$ cat src/hw/rtl/catlru_ram.sv
`default_nettype none
module catlru_ram #(
	parameter int WIDTH = 8,
	parameter int DEPTH = 256
) (
	input  wire logic                     clk,
	input  wire logic                     we,
	input  wire logic [$clog2(DEPTH)-1:0] waddr,
	input  wire logic [WIDTH-1:0]         wdata,
	input  wire logic [$clog2(DEPTH)-1:0] raddr,
	output logic      [WIDTH-1:0]         rdata
);

	logic [WIDTH-1:0] mem_q [DEPTH];

	always_ff @(posedge clk) begin
		if (we) begin
			mem_q[waddr] <= wdata;
		end
		rdata <= mem_q[raddr];
	end

endmodule
`default_nettype wire

$ cat config.mk
export PLATFORM = sky130hd
export DESIGN_NAME = catlru_ram
export DESIGN_NICKNAME = d
export VERILOG_FILES = /design/src/hw/rtl/catlru_ram.sv
export SDC_FILE = /design/constraint.sdc
export NUM_CORES = 2
export LEC_CHECK = 0
export BUFFER_PORTS_ARGS = -buffer_cell sky130_fd_sc_hd__buf_2
export CORE_MARGIN = 5
export CORE_UTILIZATION = 55
export CTS_CLUSTER_SIZE = 25
export DETAILED_ROUTE_END_ITERATION = 12
export PLACE_DENSITY = 0.71
export SETUP_SLACK_MARGIN = 0.2
export SLEW_MARGIN = 10
export SYNTH_ARGS = -nofsm -noshare
export SYNTH_HDL_FRONTEND = slang
export SYNTH_SLANG_ARGS = --single-unit
$ cat constraint.sdc
create_clock -name clk -period 5.1 [get_ports clk]
set_input_delay 0.765 -clock clk [delete_from_list [all_inputs] [get_ports clk]]
set_output_delay 0.765 -clock clk [all_outputs]
set_load 0.01 [all_outputs]
## Word level (Yosys, flattened, before mapping)

Memory sizes are Yosys's and may differ from the RTL's. A register that Yosys moved wholly into a read port is not among the register bits.
Index checks and enable logic that the tools add are counted.

| word-level totals | value |
|---|---|
| flip-flop bits (word level) | 0 |
| bits in latches | 0 |
| RAM bits | 2,048 |
| bits in read-only memories | 0 |
| input port bits | 26 |
| output and inout bits | 8 |
| word-level logic and storage cells | 3 |
| memories | 1 |

| cells by class | value |
|---|---|
| add/sub/neg operators | 0 |
| multiply operators | 0 |
| divide/modulo/power cells | 0 |
| magnitude comparators | 0 |
| eq/ne operators | 0 |
| shifts and indexed selects | 0 |
| muxes and demuxes | 2 |
| bitwise logic cells | 0 |
| reductions and logical operators | 0 |

Memories:

| name | depth | bits a word | read ports | clocked after memory_dff | wr ports | RTL line | text |
|---|---|---|---|---|---|---|---|
| mem_q | 256 | 8 | 1 | 1 | 1 | 14 | `logic [WIDTH-1:0] mem_q [DEPTH];` |

Operators by type and width:

| operator | count |
|---|---|
| $mux W1 | 2 |

## Depth between registers and ports, before layout

| depth | value |
|---|---|
| word-level depth | 2 |
| gate-level depth with buffers | 11 |
| mapped depth without buffers | 6 |

## Least setup slack after synthesis

Ideal clock, no wire load.

| timing | value |
|---|---|
| path kind | input-to-reg |
| from | input raddr[0] |
| to | register rdata[2] (read register of mem_q) |
| setup time | 131 ps |
| arrival | 2,572 ps |
| data required time | 4,969 ps |
| path slack | 2,397 ps |
| stages | 9 |
| path buffers | 4 |
| path through | buf_6 > buf_12 > buf_8 > buf_2 > mux4_2 > a22oi_1 > a21oi_1 > nor4_1 > nor4_2 |

RTL lines:

| what | RTL line | text |
|---|---|---|
| start, declared | 10 | `input wire logic [$clog2(DEPTH)-1:0] raddr,` |
| end, declared | 11 | `output logic [WIDTH-1:0] rdata` |

==> impl_metrics.env <==
export IMPL_critPathMaxFanout=26
export IMPL_port_buffers=33
export IMPL_core_area_um2=143700
export IMPL_grt_max_degree=162
export IMPL_synth_common_cells="edfxtp_1, mux4_2, nor2_1, mux2i_1, a22oi_1"
export IMPL_final_max_slew_viol_count=0
export IMPL_cts_htree_levels=4
export IMPL_die_width_um=390.3
export IMPL_boundaryPins=34
export IMPL_required_ns=5.77
export IMPL_antenna_found_initial=9
export IMPL_drc=0
export IMPL_grt_pass1_vias=38520
export IMPL_holdBufCountCts=0
export IMPL_fmax_ghz=0.2809
export IMPL_clock_latency_ns=0.85
export IMPL_routed_wl_um=190000
export IMPL_ys_warn_count=0
export IMPL_cp_end_kind="flop"
export IMPL_min_path_type="input pin to flop"
export IMPL_yosysTopAreaCell="edfxtp_1"
export IMPL_rows=139
export IMPL_post_cts_buffers=0
export IMPL_cts_max_path_buffers=3
export IMPL_cap_violations=0
export IMPL_detail_route_antenna_nets=0
export IMPL_grt_usage_pct=25.17
export IMPL_tritoncts="built"
export IMPL_drive_above_1_share_pct=22.42
export IMPL_skew_ns=0.04986
export IMPL_vias_per_cell=6.639
export IMPL_layout_nets=3879
export IMPL_gp_congestion=0.8553
export IMPL_cts_buffers_inserted=198
export IMPL_finalHoldViolations=0
export IMPL_cp_arrival_ns=4.23
export IMPL_worst_slew_pin_transition_ns=1.395
export IMPL_cts_clk_slew_worst_paths_ns=0.06
export IMPL_register_area_um2=61660
export IMPL_setup_tns_ns=0
export IMPL_multiInputGateArea_um2=16490
export IMPL_finalCritPeriodShare_pct=69.81
export IMPL_synth_top_flop_cell="edfxtp_1"
export IMPL_cts_sinks=2056
export IMPL_p_leak_nw=27.20
export IMPL_synth_edff_count=2048
export IMPL_status="completed"
export IMPL_fillCellCount=9778
export IMPL_fin_util_pct=61.50
export IMPL_ys_async_sr_fraction_pct=0
export IMPL_synth_yosys_seq_area_share_pct=77.50
export IMPL_synth_top_area_share_pct=77.30
export IMPL_ys_types=55
export IMPL_die_y_um=390.3
export IMPL_synth_most_common_cell="edfxtp_1"
export IMPL_dieArea_um2=152400
export IMPL_grt_pass1_wl_um=276500
export IMPL_synth_cells=3733
export IMPL_setup_violations_final=0
export IMPL_dp_hpwl_um=115500
export IMPL_fin_crit_ns=3.560
export IMPL_syn2layout_area_growth_pct=11.04
export IMPL_grt_overflow_total=0
export IMPL_path_class="input pin to flop"
export IMPL_synth_area_um2=79560
export IMPL_dr_pass1_iters=8
export IMPL_relSlewSlack_pct=6.977
export IMPL_worst_setup_path_start_kind="input pin"
export IMPL_post_cts_resized=0
export IMPL_power_density_nw_per_um2=393.0
export IMPL_rsz0062_at_grt="no"
export IMPL_drt_iter0_drc=5233
export IMPL_root_buffer="clkbuf_16"
export IMPL_num_vias=39290
export IMPL_wire_per_inst_um=32.11
export IMPL_start_util_pct=55.38
export IMPL_vdd_drop_max_mv=0.3282
export IMPL_syn_area_per_cell_um2=21.31
export IMPL_yosys_top_cells_area="edfxtp_1, mux4_2, mux2i_1, nor2_1, a22oi_1"
export IMPL_ys_ff_latch=2056
export IMPL_synth_fp_nets=3759
-- layer usage --
| layer | GRT usage, % | part of all wire, % |
|---|---|---|
| met1 | 36.85 | 38 |
| met2 | 37.84 | 47 |
| met3 | 6.461 | 11 |
| met4 | 8.222 | 3.7 |
| met5 | 0.5329 | 0.032 |
-- worst paths after layout --
path	depth (start not counted)	to	startpoint	slack, ns
worst min-delay path	1	mem_q[226][1]$_DFFE_PP_	wdata[1]	0.36
worst min register to register	6	rdata[5]$_DFF_P_	mem_q[32][5]$_DFFE_PP_	0.97
worst max-delay path	9	rdata[1]$_DFF_P_	raddr[0]	1.54
worst max register to register	6	rdata[5]$_DFF_P_	mem_q[82][5]$_DFFE_PP_	2.12
-- power by group --
group / leakage (nW) / internal (W) / total, W / switching (W)
logic: 5.64 / 0.000566 / 0.00166 / 0.00109
clock network: 3.09 / 0.00812 / 0.0144 / 0.00627
registers: 18.5 / 0.0186 / 0.0187 / 0.0000456
total: 27.2 / 0.0273 / 0.0347 / 0.00740
-- state kept, by name, summed over array words and instances, names as in the netlist --
register	cells
mem_q	2048
rdata	8
-- area by class of cell --
class | count | share of cell area [%]
inverter | 2 | 0.008498
tap | 1903 | 2.695
sequential | 2056 | 69.80
clock buffer | 247 | 5.886
antenna | 5 | 0.01416
clock inverter | 110 | 1.333
timing repair buffer | 153 | 1.602
multi-input combinational | 1442 | 18.66
-- worst max-delay path, stage by stage --
cell     delay [ns]
buf_8          0.35
buf_12         0.29
buf_4          0.28
buf_4          0.27
mux4_2         0.53
a22oi_1        0.38
a21oi_1        0.20
nor4_1         0.95
nor4_1         0.10
-- cells by family after synthesis --
family,count (synthesis),synth area share (%)
flip-flops,2056,77.50
multiplexers,591,14.62
AND/OR/NAND/NOR,466,2.628
AO/OA/AOI/OAI,385,3.419
buffers and inverters,235,1.831
-- cells in the final DEF, fill, tap and decap left out, types with 5 or more instances in the layout --
master         n
a211oi_1      16
a21oi_1       96
a221oi_1      13
a22o_1         8
a22oi_1      133
and2_1         6
buf_12        20
buf_2         22
buf_4        101
buf_8          7
bufinv_16     17
clkbuf_1      44
clkbuf_16    199
clkbuf_8       7
clkinv_1      42
clkinv_16      6
clkinv_2      31
clkinvlp_4     5
dfxtp_1        8
diode_2        5
edfxtp_1    2048
mux2i_1      134
mux4_2       454
nand2_1       32
nand2b_1       8
nand3_1       34
nand4_1       10
nor2_1       279
nor2b_1       28
nor3_1        22
nor4_1        24
o211ai_1      10
o21ai_0       10
o221ai_1      46
o22a_1         5
o22ai_1       28
-- stage by stage --
stage          worst slack [ns]  cells  hold WS, ns  cell area, um^2  power, W
4_1_cts                   1.597   5913       0.3689            88330   0.03485
6_report                  1.540   5918       0.3621            88340   0.03472
2_1_floorplan             2.397   3733       0.7699            79560   0.01991
3_3_place_gp             0.6775   5556       0.9016            81950   0.02066
3_5_place_dp             0.7127   5556       0.9106            81950   0.02069
5_1_grt                   1.485   5917       0.3687            88340   0.03570
Note: power is estimated with default switching activity, not from simulation.
