$ cat config.mk
export PLATFORM = sky130hd
export DESIGN_NAME = catlru_div
export DESIGN_NICKNAME = d
export VERILOG_FILES = /design/src/hw/rtl/catlru_pkg.sv /design/src/hw/rtl/catlru_div.sv
export SDC_FILE = /design/constraint.sdc
export NUM_CORES = 1
export LEC_CHECK = 0
export ABC_CLOCK_PERIOD_IN_PS = 6900
export BUFFER_PORTS_ARGS = -buffer_cell sky130_fd_sc_hd__buf_4
export CORE_MARGIN = 2
export CORE_UTILIZATION = 45
export DETAILED_ROUTE_END_ITERATION = 10
export PLACE_DENSITY_LB_ADDON = 0.1
export SLEW_MARGIN = 20
export SYNTH_ARGS = -nofsm -noshare
export SYNTH_HDL_FRONTEND = slang
export SYNTH_SLANG_ARGS = --single-unit
export TNS_END_PERCENT = 1
$ cat constraint.sdc
create_clock -name clk -period 6.9 [get_ports clk]
set_input_delay 0 -clock clk [delete_from_list [all_inputs] [get_ports clk]]
set_output_delay 0 -clock clk [all_outputs]
set_load 0.02 [all_outputs]
$ cat src/hw/rtl/catlru_pkg.sv
`default_nettype none
package catlru_pkg;

	localparam int TABLE_ENTRIES     = 256;
	localparam int IDX_W             = $clog2(TABLE_ENTRIES);
	localparam int USED_W            = IDX_W + 1;
	localparam int CNT_W             = 32;
	localparam int TIME_W            = 32;
	localparam int KEY_W             = 128;
	localparam int AGE_SCAN_LIMIT    = 2;
	localparam int FORCE_EVICT_LIMIT = 10;
	localparam int AGE_CNT_W         = $clog2(AGE_SCAN_LIMIT + 1);
	localparam int FRC_CNT_W         = $clog2(FORCE_EVICT_LIMIT + 1);
	localparam int PCT_W             = 7;
	localparam int DIV_W             = CNT_W + PCT_W;
	localparam int DATA_W            = TIME_W + 2 * CNT_W;
	localparam int EVICT_W           = 4;
	localparam int SB_W              = 16;
	localparam int SC_W              = 31;

	localparam logic [PCT_W-1:0] PCT_FULL  = PCT_W'(100);
	localparam logic [SB_W-1:0]  SB_RESET  = SB_W'(50);
	localparam logic [SC_W-1:0]  SC_RESET  = SC_W'(5000);

	typedef enum logic [0:0] {
		REG_SAMPLE_BASE  = 1'b0,
		REG_SAMPLE_CYCLE = 1'b1
	} cfg_reg_t;

	typedef enum logic [1:0] {
		ST_SKIPPED = 2'd0,
		ST_UPDATED = 2'd1,
		ST_CREATED = 2'd2,
		ST_UNUSED  = 2'd3
	} status_t;

endpackage
`default_nettype wire

$ cat src/hw/rtl/catlru_div.sv
`default_nettype none
module catlru_div (
	input  wire logic                        clk,
	input  wire logic                        arst_n,
	input  wire logic                        start,
	input  wire logic [catlru_pkg::DIV_W-1:0] dividend,
	input  wire logic [catlru_pkg::CNT_W-1:0] divisor,
	output logic                             done,
	output logic      [catlru_pkg::PCT_W-1:0] quot
);
	import catlru_pkg::*;

	localparam int STEP_W = $clog2(PCT_W);

	logic [DIV_W-1:0]  rem_q;
	logic [DIV_W-1:0]  dvs_q;
	logic [PCT_W-1:0]  q_q;
	logic [STEP_W-1:0] step_q;
	logic              run_q;
	logic              done_q;
	logic              ge;

	assign ge   = rem_q >= dvs_q;
	assign done = done_q;
	assign quot = q_q;

	always_ff @(posedge clk or negedge arst_n) begin
		if (!arst_n) begin
			run_q  <= 1'b0;
			done_q <= 1'b0;
			step_q <= '0;
		end else begin
			done_q <= 1'b0;
			if (start) begin
				run_q  <= 1'b1;
				step_q <= STEP_W'(PCT_W - 1);
			end else if (run_q) begin
				step_q <= step_q - 1'b1;
				if (step_q == '0) begin
					run_q  <= 1'b0;
					done_q <= 1'b1;
				end
			end
		end
	end

	always_ff @(posedge clk) begin
		if (start) begin
			rem_q <= dividend;
			dvs_q <= {1'b0, divisor, (PCT_W-1)'(0)};
			q_q   <= '0;
		end else if (run_q) begin
			if (ge) begin
				rem_q <= rem_q - dvs_q;
			end
			q_q   <= {q_q[PCT_W-2:0], ge};
			dvs_q <= dvs_q >> 1;
		end
	end

endmodule
`default_nettype wire

== Word-level counts from Yosys, hierarchy flattened ==
Index checks and enable logic that the tools add are counted.
Storage, ports and cells
  input port bits: 74
  output and inout port bits: 8
  register bits: 89
Cells by class
  order comparisons: 1
  reductions and logical operators: 4
  muxes and demuxes: 13
  add/sub/neg operators: 2
Operator list (count)
  $mux W39: 3
  $mux W38: 2
  $ge A39 B38 Y1: 1
  $sub A39 B38 Y39: 1
  $mux W1: 6
  $mux W3: 2
  $reduce_bool A2 Y1: 2
  $logic_not A3 Y1: 1
  $sub A3 B1 Y3 const B: 1
  $reduce_and A2 Y1: 1

== Logic depth before layout (Yosys ltp) ==
Gate-level depths: netlist of the first run.
  depth in word-level cells: 4
  gate-level depth with buffers: 11

== Least setup slack after synthesis of the first run ==
OpenSTA, ideal clock, no wires.
  path type: reg-to-reg
  start point: register rem_q[6]
  end point: register rem_q[0], enable pin
  cell stages (with the launch flop): 9
  clock period less this slack: 3.144 ns
  arrival time: 2.619 ns
  slack: 3.756 ns
  cells stage by stage: edfxtp_1 > ha_1 > a21o_1 > or2_4 > o211ai_1 > a311oi_2 > o2111a_1 > o211ai_1 > nand2_1
Between the ends
  longest elaborated chain between the ends: 3
RTL lines
  from (decl): RTL line catlru_div.sv:15  | logic [DIV_W-1:0] rem_q;
  from (signal assigned): RTL line catlru_div.sv:49  | rem_q <= dividend;
  from (signal assigned): RTL line catlru_div.sv:54  | rem_q <= rem_q - dvs_q;
  $ge A39 B38 Y1: RTL line catlru_div.sv:23  | assign ge = rem_q >= dvs_q;
  $reduce_bool A2 Y1 (no line)
  $reduce_and A2 Y1 (no line)
Every way passes these cells.
A chain may end at the register's enable or synchronous reset.

== Worst setup path in the final report of the first run ==
  start point: register dvs_q[12]
  end point: register rem_q[7], enable pin
Between the ends
  longest elaborated chain between the ends: 3
RTL lines
  from (decl): RTL line catlru_div.sv:16  | logic [DIV_W-1:0] dvs_q;
  from (signal assigned): RTL line catlru_div.sv:50  | dvs_q <= {1'b0, divisor, (PCT_W-1)'(0)};
  from (signal assigned): RTL line catlru_div.sv:57  | dvs_q <= dvs_q >> 1;
  $ge A39 B38 Y1: RTL line catlru_div.sv:23
  $reduce_bool A2 Y1 (no line)
  $reduce_and A2 Y1 (no line)
Every way passes these cells.

==> flow_metrics.env, run 1 <==
export IMPL_detail_route_wl_per_cell_um=15.9
export IMPL_synth_top_family_by_area="compound AO/OA/AOI/OAI gates"
export IMPL_cap_viol_max_count=0
export IMPL_finalCriticalPeriod_ns=3.60
export IMPL_post_route_fraction_of_the_period_consumed_by_the_critical_path_pct=52.1
export IMPL_postSynthRegisterBits=89
export IMPL_report_final_hold_viol_count=0
export IMPL_antenna_diodes=0
export IMPL_synth_distinct_cells=69
export IMPL_die_w_um=123
export IMPL_synthSimpleGateAreaFrac_pct=18.3
export IMPL_path_clk_slew_ns=0.07
export IMPL_unrepaired_setup_endpoints_after_global_routing="no"
export IMPL_placement_rows=43
export IMPL_min_delay_path_class="in -> reg"
export IMPL_worstHoldPathCells=3
export IMPL_final_setup_violating_endpoints=0
export IMPL_dominantRegCellSynth="sky130_fd_sc_hd__edfxtp_1"
export IMPL_synthesis_area_sq_um=6390
export IMPL_drt_initial_drc_count=402
export IMPL_final_max_slew_violation_count=0
export IMPL_async_flop_share_pct=5.62
export IMPL_fin_worst_skew_ns=0.0103
export IMPL_number_of_drc_violations_after_detailed_routing=0
export IMPL_drive_gt1_share_pct=14.3
export IMPL_grt_first_pass_wirelength_mm=27.2
export IMPL_routed_wirelength_mm=16.7
export IMPL_power_per_cell_area_nw_per_um2=389
export IMPL_ys_warnings_count=0
export IMPL_die_area_sq_um=15200
export IMPL_worstRegToRegCells=10
export IMPL_cts_setup_buffers=0
export IMPL_cts_root_buffer="sky130_fd_sc_hd__clkbuf_16"
export IMPL_post_cts_resized=0
export IMPL_maxSlewHeadroom_pct=38.2
export IMPL_worstSkewPairLatency_ns=0.36
export IMPL_critical_path_reg2reg_startpoint="dvs_q[12]"
export IMPL_grt_max_degree=80
export IMPL_initial_utilization_pct=46.0
export IMPL_ctsHtreeMaxLevel=3
export IMPL_synth_enable_flop_cells=71
export IMPL_first_global_vias=5562
export IMPL_layout_common_cells="sky130_fd_sc_hd__nand2_1 (131), sky130_fd_sc_hd__buf_4 (84), sky130_fd_sc_hd__edfxtp_1 (71), sky130_fd_sc_hd__o21ai_0 (69), sky130_fd_sc_hd__dlygate4sd3_1 (65)"
export IMPL_post_synth_inst_count=746
export IMPL_core_sq_um=13900
export IMPL_crit_path_start_kind="register"
export IMPL_area_growth_pct=26.1
export IMPL_detail_route_antenna_nets=0
export IMPL_yosys_mux_area_fraction_pct=2.86
export IMPL_cts_hold_buffers=65
export IMPL_ctsLongestPathBuffers=2
export IMPL_syn_nets=861
export IMPL_port_buffer_count=81
export IMPL_p_leak_uw=0.00350
export IMPL_most_common_library_cell_in_the_layout_ignoring_fill_and_taps="sky130_fd_sc_hd__nand2_1"
export IMPL_routabilityCongestion=0.891
export IMPL_post_route_cell_area_sq_um=8060
export IMPL_track_usage_pct=22.9
export IMPL_antenna_found_initial=0
export IMPL_run_status="finished, final reports clean"
export IMPL_grt_overflow_total=0
export IMPL_io_pin_count=82
export IMPL_hp_start="dividend[29]"
export IMPL_r2r_slack_ns=3.30
export IMPL_clock_sink_count=89
export IMPL_final_net_count=979
export IMPL_dp_area_sq_um=7070
export IMPL_fin_setup_tns_ns=0
export IMPL_endpoint_kind="register"
export IMPL_maxClockFrequency_mhz=278
export IMPL_first_pass_iters=5
export IMPL_cts_buffers=9
export IMPL_fp_dieH_um=123
export IMPL_seq_area_frac_synth_pct=39.4
export IMPL_timing_rr_end="rem_q[7]"
export IMPL_cts_tree="yes"
export IMPL_holdPathEnd="rem_q[29]"
export IMPL_synth_fa_ha_area_share_pct=8.14
export IMPL_timing_critical_path_fanout_max=23
export IMPL_worst_margin_slew_ns=0.926
export IMPL_timing_setup_critical_path_class="reg -> reg"
export IMPL_synthXorXnorAreaFrac_pct=3.29
export IMPL_finalHoldWorstSlack_ns=0.0415
export IMPL_syn_avg_cell_area_sq_um=8.57
export IMPL_worst_ep_required_time_ns=6.92
export IMPL_synth_compound_area_share_pct=22.2
export IMPL_avgViaCountPerCell=5.58
export IMPL_numPlacedInstances=968
export IMPL_route_vias_total=5854
export IMPL_post_route_util_pct=58.0
export IMPL_endpoint_arrival_time_on_the_critical_path_ns=3.62
export IMPL_post_layout_nonfiller_instances=1049
export IMPL_dp_hpwl_mm=11.2
export IMPL_ir_drop_v=0.000170
area by class of cell:
type                    instances  area, sq um
multi-input cells             562         3500
well taps                     180          225
repair buffers                149         1280
fillers                      1270         5820
clock inverters                 3         41.3
clock buffers                  13          293
flip-flops and latches         89         2520
inverters                      53          199
Yosys cell counts (all sizes together) (3+ instances only):
| library cell | number | area, sq um |
|---|---|---|
| o31ai | 3 | 22.5 |
| and2 | 3 | 18.8 |
| nor3b | 4 | 30.0 |
| nand4 | 13 | 81.3 |
| o22ai | 3 | 18.8 |
| o21a | 3 | 22.5 |
| o21bai | 8 | 63.8 |
| or3 | 3 | 18.8 |
| o21ai | 81 | 417 |
| dfrtp | 5 | 125 |
| nand2 | 131 | 492 |
| nor2b | 4 | 25.0 |
| edfxtp | 71 | 2130 |
| clkbuf | 27 | 101 |
| dfxtp | 13 | 260 |
| xnor2 | 13 | 114 |
| buf | 15 | 73.8 |
| a21o | 18 | 135 |
| a21oi | 52 | 283 |
| o211ai | 11 | 87.6 |
| or2 | 5 | 36.3 |
| a311oi | 6 | 58.8 |
| inv | 53 | 199 |
| a211oi | 6 | 50.1 |
| nand3 | 15 | 75.1 |
| and3 | 6 | 37.5 |
| mux2i | 16 | 160 |
| a31oi | 7 | 50.1 |
| nor2 | 49 | 184 |
| nor4 | 3 | 18.8 |
| nor3 | 10 | 55.1 |
| nand2b | 8 | 50.1 |
| ha | 40 | 500 |
| a21boi | 4 | 30.0 |
| xor2 | 11 | 96.3 |
flip-flops by register name, summed over array words and instances (netlist names):
signal and count:
rem_q 39, dvs_q 38, quot 7, step_q 3, done 1, run_q 1
power breakdown:
part           internal, uW  leakage, uW  switching [uW]  total, uW
clock network           335     0.000166             222        557
registers               792     0.000921            65.5        857
logic                   686      0.00241            1040       1720
per-stage QoR:
| step | worst slack (ns) | power, uW |
|---|---|---|
| final | 3.30 | 3140 |
| after global routing | 3.00 | 3370 |
| after CTS | 3.31 | 3140 |
| after detailed placement | 3.32 | 2540 |
| after global placement | 3.44 | 2520 |
| after floorplan | 3.76 | 2150 |
worst max path at each step:
stage              start   endpoint
2_1_floorplan   rem_q[6]   rem_q[0]
5_1_grt        dvs_q[12]  rem_q[18]
4_1_cts         rem_q[3]  rem_q[18]
6_report       dvs_q[12]   rem_q[7]
3_3_place_gp    dvs_q[2]  rem_q[19]
3_5_place_dp   dvs_q[12]   rem_q[5]
metal layers:
metal | part of all wire [%] | wire [um] | global-route usage (%) | vias up
li1 | - | - | - | 2913
met1 | 47 | 7900 | 31.2 | 2762
met2 | 46 | 7730 | 36.4 | 155
met3 | 4.6 | 774 | 4.20 | 24
met4 | 2.0 | 327 | 8.38 | 0
met5 | 0 | 0 | 0 | -
critical path, stage by stage (launching register included):
cell                       delay, ns
sky130_fd_sc_hd__edfxtp_1       0.36
sky130_fd_sc_hd__inv_1          0.05
sky130_fd_sc_hd__ha_1           0.42
sky130_fd_sc_hd__nand3_1        0.18
sky130_fd_sc_hd__nor2_1         0.12
sky130_fd_sc_hd__o211ai_1       0.16
sky130_fd_sc_hd__a311oi_2       0.46
sky130_fd_sc_hd__o2111a_1       0.27
sky130_fd_sc_hd__o211ai_1       0.09
sky130_fd_sc_hd__nand2_1        0.67
sky130_fd_sc_hd__buf_4          0.46
cells by family (layout without fill, tap and decap cells):
kind of cell	after synthesis	count (layout)
multiplexers	18	18
adder cells (fa/ha/maj)	41	41
flip-flops	89	89
AND/OR/NAND/NOR	260	260
XOR/XNOR	24	24
buffers and inverters	95	218
AO/OA/AOI/OAI	219	219
(Power assumes the default switching activity.)
==> run 2, diff against run 1 <==
--- a/config.mk
+++ b/config.mk
@@ -5,7 +5,7 @@
 export SDC_FILE = /design/constraint.sdc
 export NUM_CORES = 1
 export LEC_CHECK = 0
-export ABC_CLOCK_PERIOD_IN_PS = 6900
+export ABC_CLOCK_PERIOD_IN_PS = 3060
 export BUFFER_PORTS_ARGS = -buffer_cell sky130_fd_sc_hd__buf_4
 export CORE_MARGIN = 2
 export CORE_UTILIZATION = 45
==> constraint.sdc (replaced) <==
create_clock -name clk -period 3.06 [get_ports clk]
set_input_delay 0 -clock clk [delete_from_list [all_inputs] [get_ports clk]]
set_output_delay 0 -clock clk [all_outputs]
set_load 0.02 [all_outputs]
==> flow_metrics.env, run 2 (synthesized netlist as in run 1, its figures left out) <==
export IMPL_first_pass_iters=5
export IMPL_cts_root_buffer="sky130_fd_sc_hd__clkbuf_16"
export IMPL_run_status="finished, final reports clean"
export IMPL_route_vias_total=5819
export IMPL_min_delay_path_class="in -> reg"
export IMPL_final_max_slew_violation_count=0
export IMPL_io_pin_count=82
export IMPL_crit_path_start_kind="register"
export IMPL_cpMaxStageDelayCell="sky130_fd_sc_hd__fa_1"
export IMPL_grt_overflow_total=0
export IMPL_largest_register="rem_q"
export IMPL_port_buffer_count=81
export IMPL_grt_first_pass_wirelength_mm=27.7
export IMPL_detail_route_wl_per_cell_um=15.8
export IMPL_post_layout_nonfiller_instances=1058
export IMPL_cpMostUsedCell="sky130_fd_sc_hd__inv_1"
export IMPL_detail_route_antenna_nets=0
export IMPL_final_setup_violating_endpoints=0
export IMPL_cts_setup_buffers=0
export IMPL_cap_viol_max_count=0
export IMPL_layout_common_cells="sky130_fd_sc_hd__nand2_1 (130), sky130_fd_sc_hd__buf_4 (93), sky130_fd_sc_hd__edfxtp_1 (71), sky130_fd_sc_hd__o21ai_0 (69), sky130_fd_sc_hd__dlygate4sd3_1 (63)"
export IMPL_post_route_fraction_of_the_period_consumed_by_the_critical_path_pct=93.8
export IMPL_ir_drop_v=0.000353
export IMPL_register_area_sq_um=2520
export IMPL_worstPathCellList="inv_1 -> ha_1 -> inv_1 -> fa_1 -> a21o_1 -> a221o_1 -> a21oi_4 -> o211ai_2 -> a31oi_4 -> mux2i_1 -> o211ai_1"
export IMPL_fp_dieH_um=123
export IMPL_area_growth_pct=27.4
export IMPL_ctsHtreeMaxLevel=3
export IMPL_dp_hpwl_mm=11.7
export IMPL_path_clk_slew_ns=0.07
export IMPL_report_final_hold_viol_count=0
export IMPL_antenna_found_initial=0
export IMPL_timing_setup_critical_path_class="reg -> reg"
export IMPL_placement_rows=43
export IMPL_cts_buffers=9
export IMPL_first_global_vias=5646
export IMPL_multiInputGateArea_sq_um=3510
export IMPL_worstSkewPairLatency_ns=0.36
export IMPL_most_common_library_cell_in_the_layout_ignoring_fill_and_taps="sky130_fd_sc_hd__nand2_1"
export IMPL_fin_setup_tns_ns=0
export IMPL_antenna_diodes=0
export IMPL_endpoint_arrival_time_on_the_critical_path_ns=2.95
export IMPL_maxSlewHeadroom_pct=60.4
export IMPL_power_per_cell_area_nw_per_um2=878
export IMPL_initial_utilization_pct=46.0
export IMPL_drive_gt1_share_pct=15.6
export IMPL_grt_max_degree=64
export IMPL_drt_initial_drc_count=404
export IMPL_endpoint_kind="register"
export IMPL_die_w_um=123
export IMPL_num_fill_cells=1257
export IMPL_number_of_flip_flops_in_the_largest_register=39
export IMPL_cts_tree="yes"
export IMPL_clock_sink_count=89
export IMPL_numPlacedInstances=979
export IMPL_routabilityCongestion=0.910
export IMPL_timing_critical_path_fanout_max=5
export IMPL_fin_worst_skew_ns=0.00814
export IMPL_core_sq_um=13900
export IMPL_worst_ep_required_time_ns=3.15
export IMPL_ctsLongestPathBuffers=2
export IMPL_maxClockFrequency_mhz=349
export IMPL_p_leak_uw=0.00355
export IMPL_crit_path_largest_cell_delay_ns=0.39
export IMPL_die_area_sq_um=15200
export IMPL_avgViaCountPerCell=5.50
export IMPL_finalCriticalPeriod_ns=2.87
export IMPL_routed_wirelength_mm=16.7
export IMPL_number_of_drc_violations_after_detailed_routing=0
export IMPL_final_net_count=988
export IMPL_track_usage_pct=23.3
export IMPL_worst_margin_slew_ns=0.594
[run 2: layout make-up]
type                    instances  share of cell area (%)
repair buffers                158                    16.8
multi-input cells             562                    43.1
inverters                      53                    2.44
clock inverters                 5                   0.722
clock buffers                  11                    3.24
flip-flops and latches         89                    30.9
well taps                     180                    2.76
[run 2: worst paths after layout]
check	start	end	cells after the start	slack [ns]
max in group asynchronous	arst_n	run_q	3	2.28
hold / removal	dividend[35]	rem_q[35]	3	0.01
setup / recovery	rem_q[0]	rem_q[38]	11	0.19
hold reg to reg	dvs_q[0]	dvs_q[0]	2	0.50
min in group asynchronous	arst_n	done	3	0.57
setup reg to reg	rem_q[0]	rem_q[38]	11	0.19
[run 2: where the power goes]
group | switching [uW] | total [uW] | internal [uW]
registers | 149 | 1930 | 1780
logic | 2380 | 4010 | 1630
clock network | 501 | 1210 | 709
[run 2: critical path, delay by kind of cell, from the launching register on]
family | cells | cell delay [ns]
AOI/OAI and AO/OA | 6 | 1.35
adders and majority gates | 2 | 0.55
buffers and inverters | 2 | 0.12
DFF | 1 | 0.37
muxes | 1 | 0.22
[run 2: what timing repair did]
| action | 4_1_cts | 5_1_grt |
|---|---|---|
| hold buffers | 63 | 0 |
| hold endpoints to repair | 66 | 0 |
| setup endpoints to repair | 0 | 1 |
| gates resized for setup | 0 | 1 |
[run 2: per-layer routing]
layer  up-vias  track usage [%]  share of wire [%]
li1       2922                -                  -
met1      2715             32.1                 47
met2       149             36.5                 45
met3        33             3.18                4.6
met4         0             10.5                3.1
met5         -                0                  0
[run 2: per-stage QoR]
step	cell area, sq um	hold WS (ns)	worst slack [ns]	power, uW	utilization (%)
floorplan	6390	-0.296	0.270	4840	-
global placement	7180	-0.196	0.282	5790	51.7
detailed placement	7180	-0.192	0.212	5830	51.7
CTS	8140	0.00311	0.187	7130	58.6
global route	8150	0.0131	-0.00355	7740	58.7
finish	8150	0.0138	0.191	7150	58.7
==> run 3, diff against run 2 <==
--- a/config.mk
+++ b/config.mk
@@ -5,10 +5,10 @@
 export SDC_FILE = /design/constraint.sdc
 export NUM_CORES = 1
 export LEC_CHECK = 0
-export ABC_CLOCK_PERIOD_IN_PS = 3060
+export ABC_CLOCK_PERIOD_IN_PS = 3100
 export BUFFER_PORTS_ARGS = -buffer_cell sky130_fd_sc_hd__buf_4
 export CORE_MARGIN = 2
-export CORE_UTILIZATION = 45
+export CORE_UTILIZATION = 59
 export DETAILED_ROUTE_END_ITERATION = 10
 export PLACE_DENSITY_LB_ADDON = 0.1
 export SLEW_MARGIN = 20
==> constraint.sdc (replaced) <==
create_clock -name clk -period 3.1 [get_ports clk]
set_input_delay 0 -clock clk [delete_from_list [all_inputs] [get_ports clk]]
set_output_delay 0 -clock clk [all_outputs]
set_load 0.02 [all_outputs]
==> flow_metrics.env, run 3 (synthesized netlist as in run 1, its figures left out) <==
export IMPL_cts_hold_buffers=69
export IMPL_path_clk_slew_ns=0.09
export IMPL_power_per_cell_area_nw_per_um2=830
export IMPL_die_w_um=108
export IMPL_crit_path_largest_cell_delay_ns=0.41
export IMPL_cts_tree="yes"
export IMPL_placement_rows=38
export IMPL_ir_drop_v=0.000529
export IMPL_worst_ep_required_time_ns=3.22
export IMPL_fin_setup_tns_ns=0
export IMPL_cpMaxStageDelayCell="sky130_fd_sc_hd__fa_1"
export IMPL_finalCriticalPeriod_ns=2.85
export IMPL_first_global_vias=5620
export IMPL_first_pass_iters=5
export IMPL_unrepaired_setup_endpoints_after_global_routing="no"
export IMPL_grtUsageMet2_pct=48.0
export IMPL_drt_initial_drc_count=312
export IMPL_antenna_found_initial=0
export IMPL_grt_first_pass_wirelength_mm=26.7
export IMPL_worstPathCellList="inv_1 -> ha_1 -> inv_1 -> fa_1 -> a21o_1 -> a221o_1 -> a21oi_4 -> o211ai_2 -> a31oi_2 -> mux2i_1 -> o211ai_1"
export IMPL_cts_setup_buffers=0
export IMPL_worst_margin_slew_ns=0.893
export IMPL_min_delay_path_class="in -> reg"
export IMPL_area_growth_pct=25.2
export IMPL_track_usage_pct=29.2
export IMPL_largest_register="rem_q"
export IMPL_detail_route_wl_per_cell_um=16.0
export IMPL_port_buffer_count=81
export IMPL_endpoint_arrival_time_on_the_critical_path_ns=2.96
export IMPL_drive_gt1_share_pct=15.2
export IMPL_endpoint_kind="register"
export IMPL_post_cts_resized=0
export IMPL_timing_setup_critical_path_class="reg -> reg"
export IMPL_route_vias_total=5929
export IMPL_routed_wirelength_mm=16.4
export IMPL_ctsLongestPathBuffers=2
export IMPL_dp_area_sq_um=7110
export IMPL_crit_path_start_kind="register"
export IMPL_initial_utilization_pct=59.7
export IMPL_final_setup_violating_endpoints=0
export IMPL_multiInputGateArea_sq_um=3500
export IMPL_dp_hpwl_mm=11.1
export IMPL_fp_dieH_um=108
export IMPL_cts_root_buffer="sky130_fd_sc_hd__clkbuf_8"
export IMPL_groute_layer_met3_usage_pct=3.98
export IMPL_number_of_drc_violations_after_detailed_routing=0
export IMPL_cap_viol_max_count=0
export IMPL_timing_critical_path_fanout_max=5
export IMPL_core_sq_um=10700
export IMPL_routabilityCongestion=0.888
export IMPL_post_route_cell_area_sq_um=8000
export IMPL_cpMostUsedCell="sky130_fd_sc_hd__inv_1"
export IMPL_layout_common_cells="sky130_fd_sc_hd__nand2_1 (130), sky130_fd_sc_hd__buf_4 (90), sky130_fd_sc_hd__edfxtp_1 (71), sky130_fd_sc_hd__o21ai_0 (69), sky130_fd_sc_hd__dlygate4sd3_1 (69)"
export IMPL_avgViaCountPerCell=5.81
export IMPL_number_of_flip_flops_in_the_largest_register=39
export IMPL_io_pin_count=82
export IMPL_report_final_hold_viol_count=0
export IMPL_cts_buffers=9
export IMPL_die_area_sq_um=11700
export IMPL_grt_max_degree=81
export IMPL_maxClockFrequency_mhz=351
export IMPL_ctsHtreeMaxLevel=3
export IMPL_register_area_sq_um=2520
export IMPL_final_max_slew_violation_count=0
export IMPL_detail_route_antenna_nets=0
export IMPL_num_fill_cells=793
export IMPL_p_leak_uw=0.00350
export IMPL_most_common_library_cell_in_the_layout_ignoring_fill_and_taps="sky130_fd_sc_hd__nand2_1"
export IMPL_post_route_fraction_of_the_period_consumed_by_the_critical_path_pct=91.8
export IMPL_final_net_count=991
export IMPL_grt_overflow_total=0
export IMPL_finalHoldWorstSlack_ns=0.0177
export IMPL_grt_busiest_layer="met2"
export IMPL_clock_sink_count=89
export IMPL_maxSlewHeadroom_pct=40.5
export IMPL_fin_worst_skew_ns=0.00706
export IMPL_antenna_diodes=0
export IMPL_met1_track_demand_over_resource_in_global_routing_pct=38.8
export IMPL_worstSkewPairLatency_ns=0.39
export IMPL_run_status="finished, final reports clean"
-- run 3: cell types whose count changed in the layout (fill, tap and decap cells not counted), sizes merged --
cell	previous run	this run
dlygate4sd3	63	69
buf	95	92
clkinv	2	4
bufinv	1	0
inv	55	54
-- run 3: critical path: cells and delay by family, from the launching register on --
kind,cells,cell delay (ns)
AO/OA/AOI/OAI,6,1.31
adder cells (fa/ha/maj),2,0.56
flip-flops,1,0.37
multiplexers,1,0.21
buffers and inverters,2,0.12
-- run 3: stage by stage --
step | cells | total power, uW | worst slack (ns) | util (%)
finish | 1021 | 6640 | 0.255 | 74.8
global route | 1021 | 7120 | 0.0975 | 74.8
CTS | 1021 | 6600 | 0.256 | 74.8
detailed placement | 936 | 5690 | 0.272 | 66.5
global placement | 936 | 5610 | 0.341 | 66.5
floorplan | 746 | 4780 | 0.310 | -
-- run 3: where the power goes --
part | total (uW) | internal (uW) | leakage (uW) | switching, uW
sequential | 1910 | 1760 | 0.000921 | 149
clock | 826 | 365 | 0.000105 | 461
combinational | 3910 | 1590 | 0.00248 | 2320
total | 6640 | 3710 | 0.00350 | 2930
-- run 3: cell type report --
type                    instances  area share, %
clock buffers                  11           2.03
clock inverters                 5          0.454
inverters                      53           2.49
multi-input cells             562           43.8
flip-flops and latches         89           31.5
well taps                     140           2.19
repair buffers                161           17.6
-- run 3: final timing paths --
kind / start / end / slack, ns / depth (start not counted)
worst max register to register: rem_q[0] / rem_q[38] / 0.25 / 11
worst min register to register: step_q[1] / step_q[1] / 0.52 / 2
min in group asynchronous: arst_n / step_q[0] / 0.54 / 3
worst max-delay path: rem_q[0] / rem_q[38] / 0.25 / 11
worst min-delay path: dividend[37] / rem_q[37] / 0.02 / 3
max in group asynchronous: arst_n / run_q / 2.34 / 3
-- run 3: metal layers --
layer | share of wire [%] | routed length [um]
met1 | 44 | 7260
met2 | 48 | 7860
met3 | 5.2 | 852
met4 | 2.4 | 395
met5 | 0 | 0
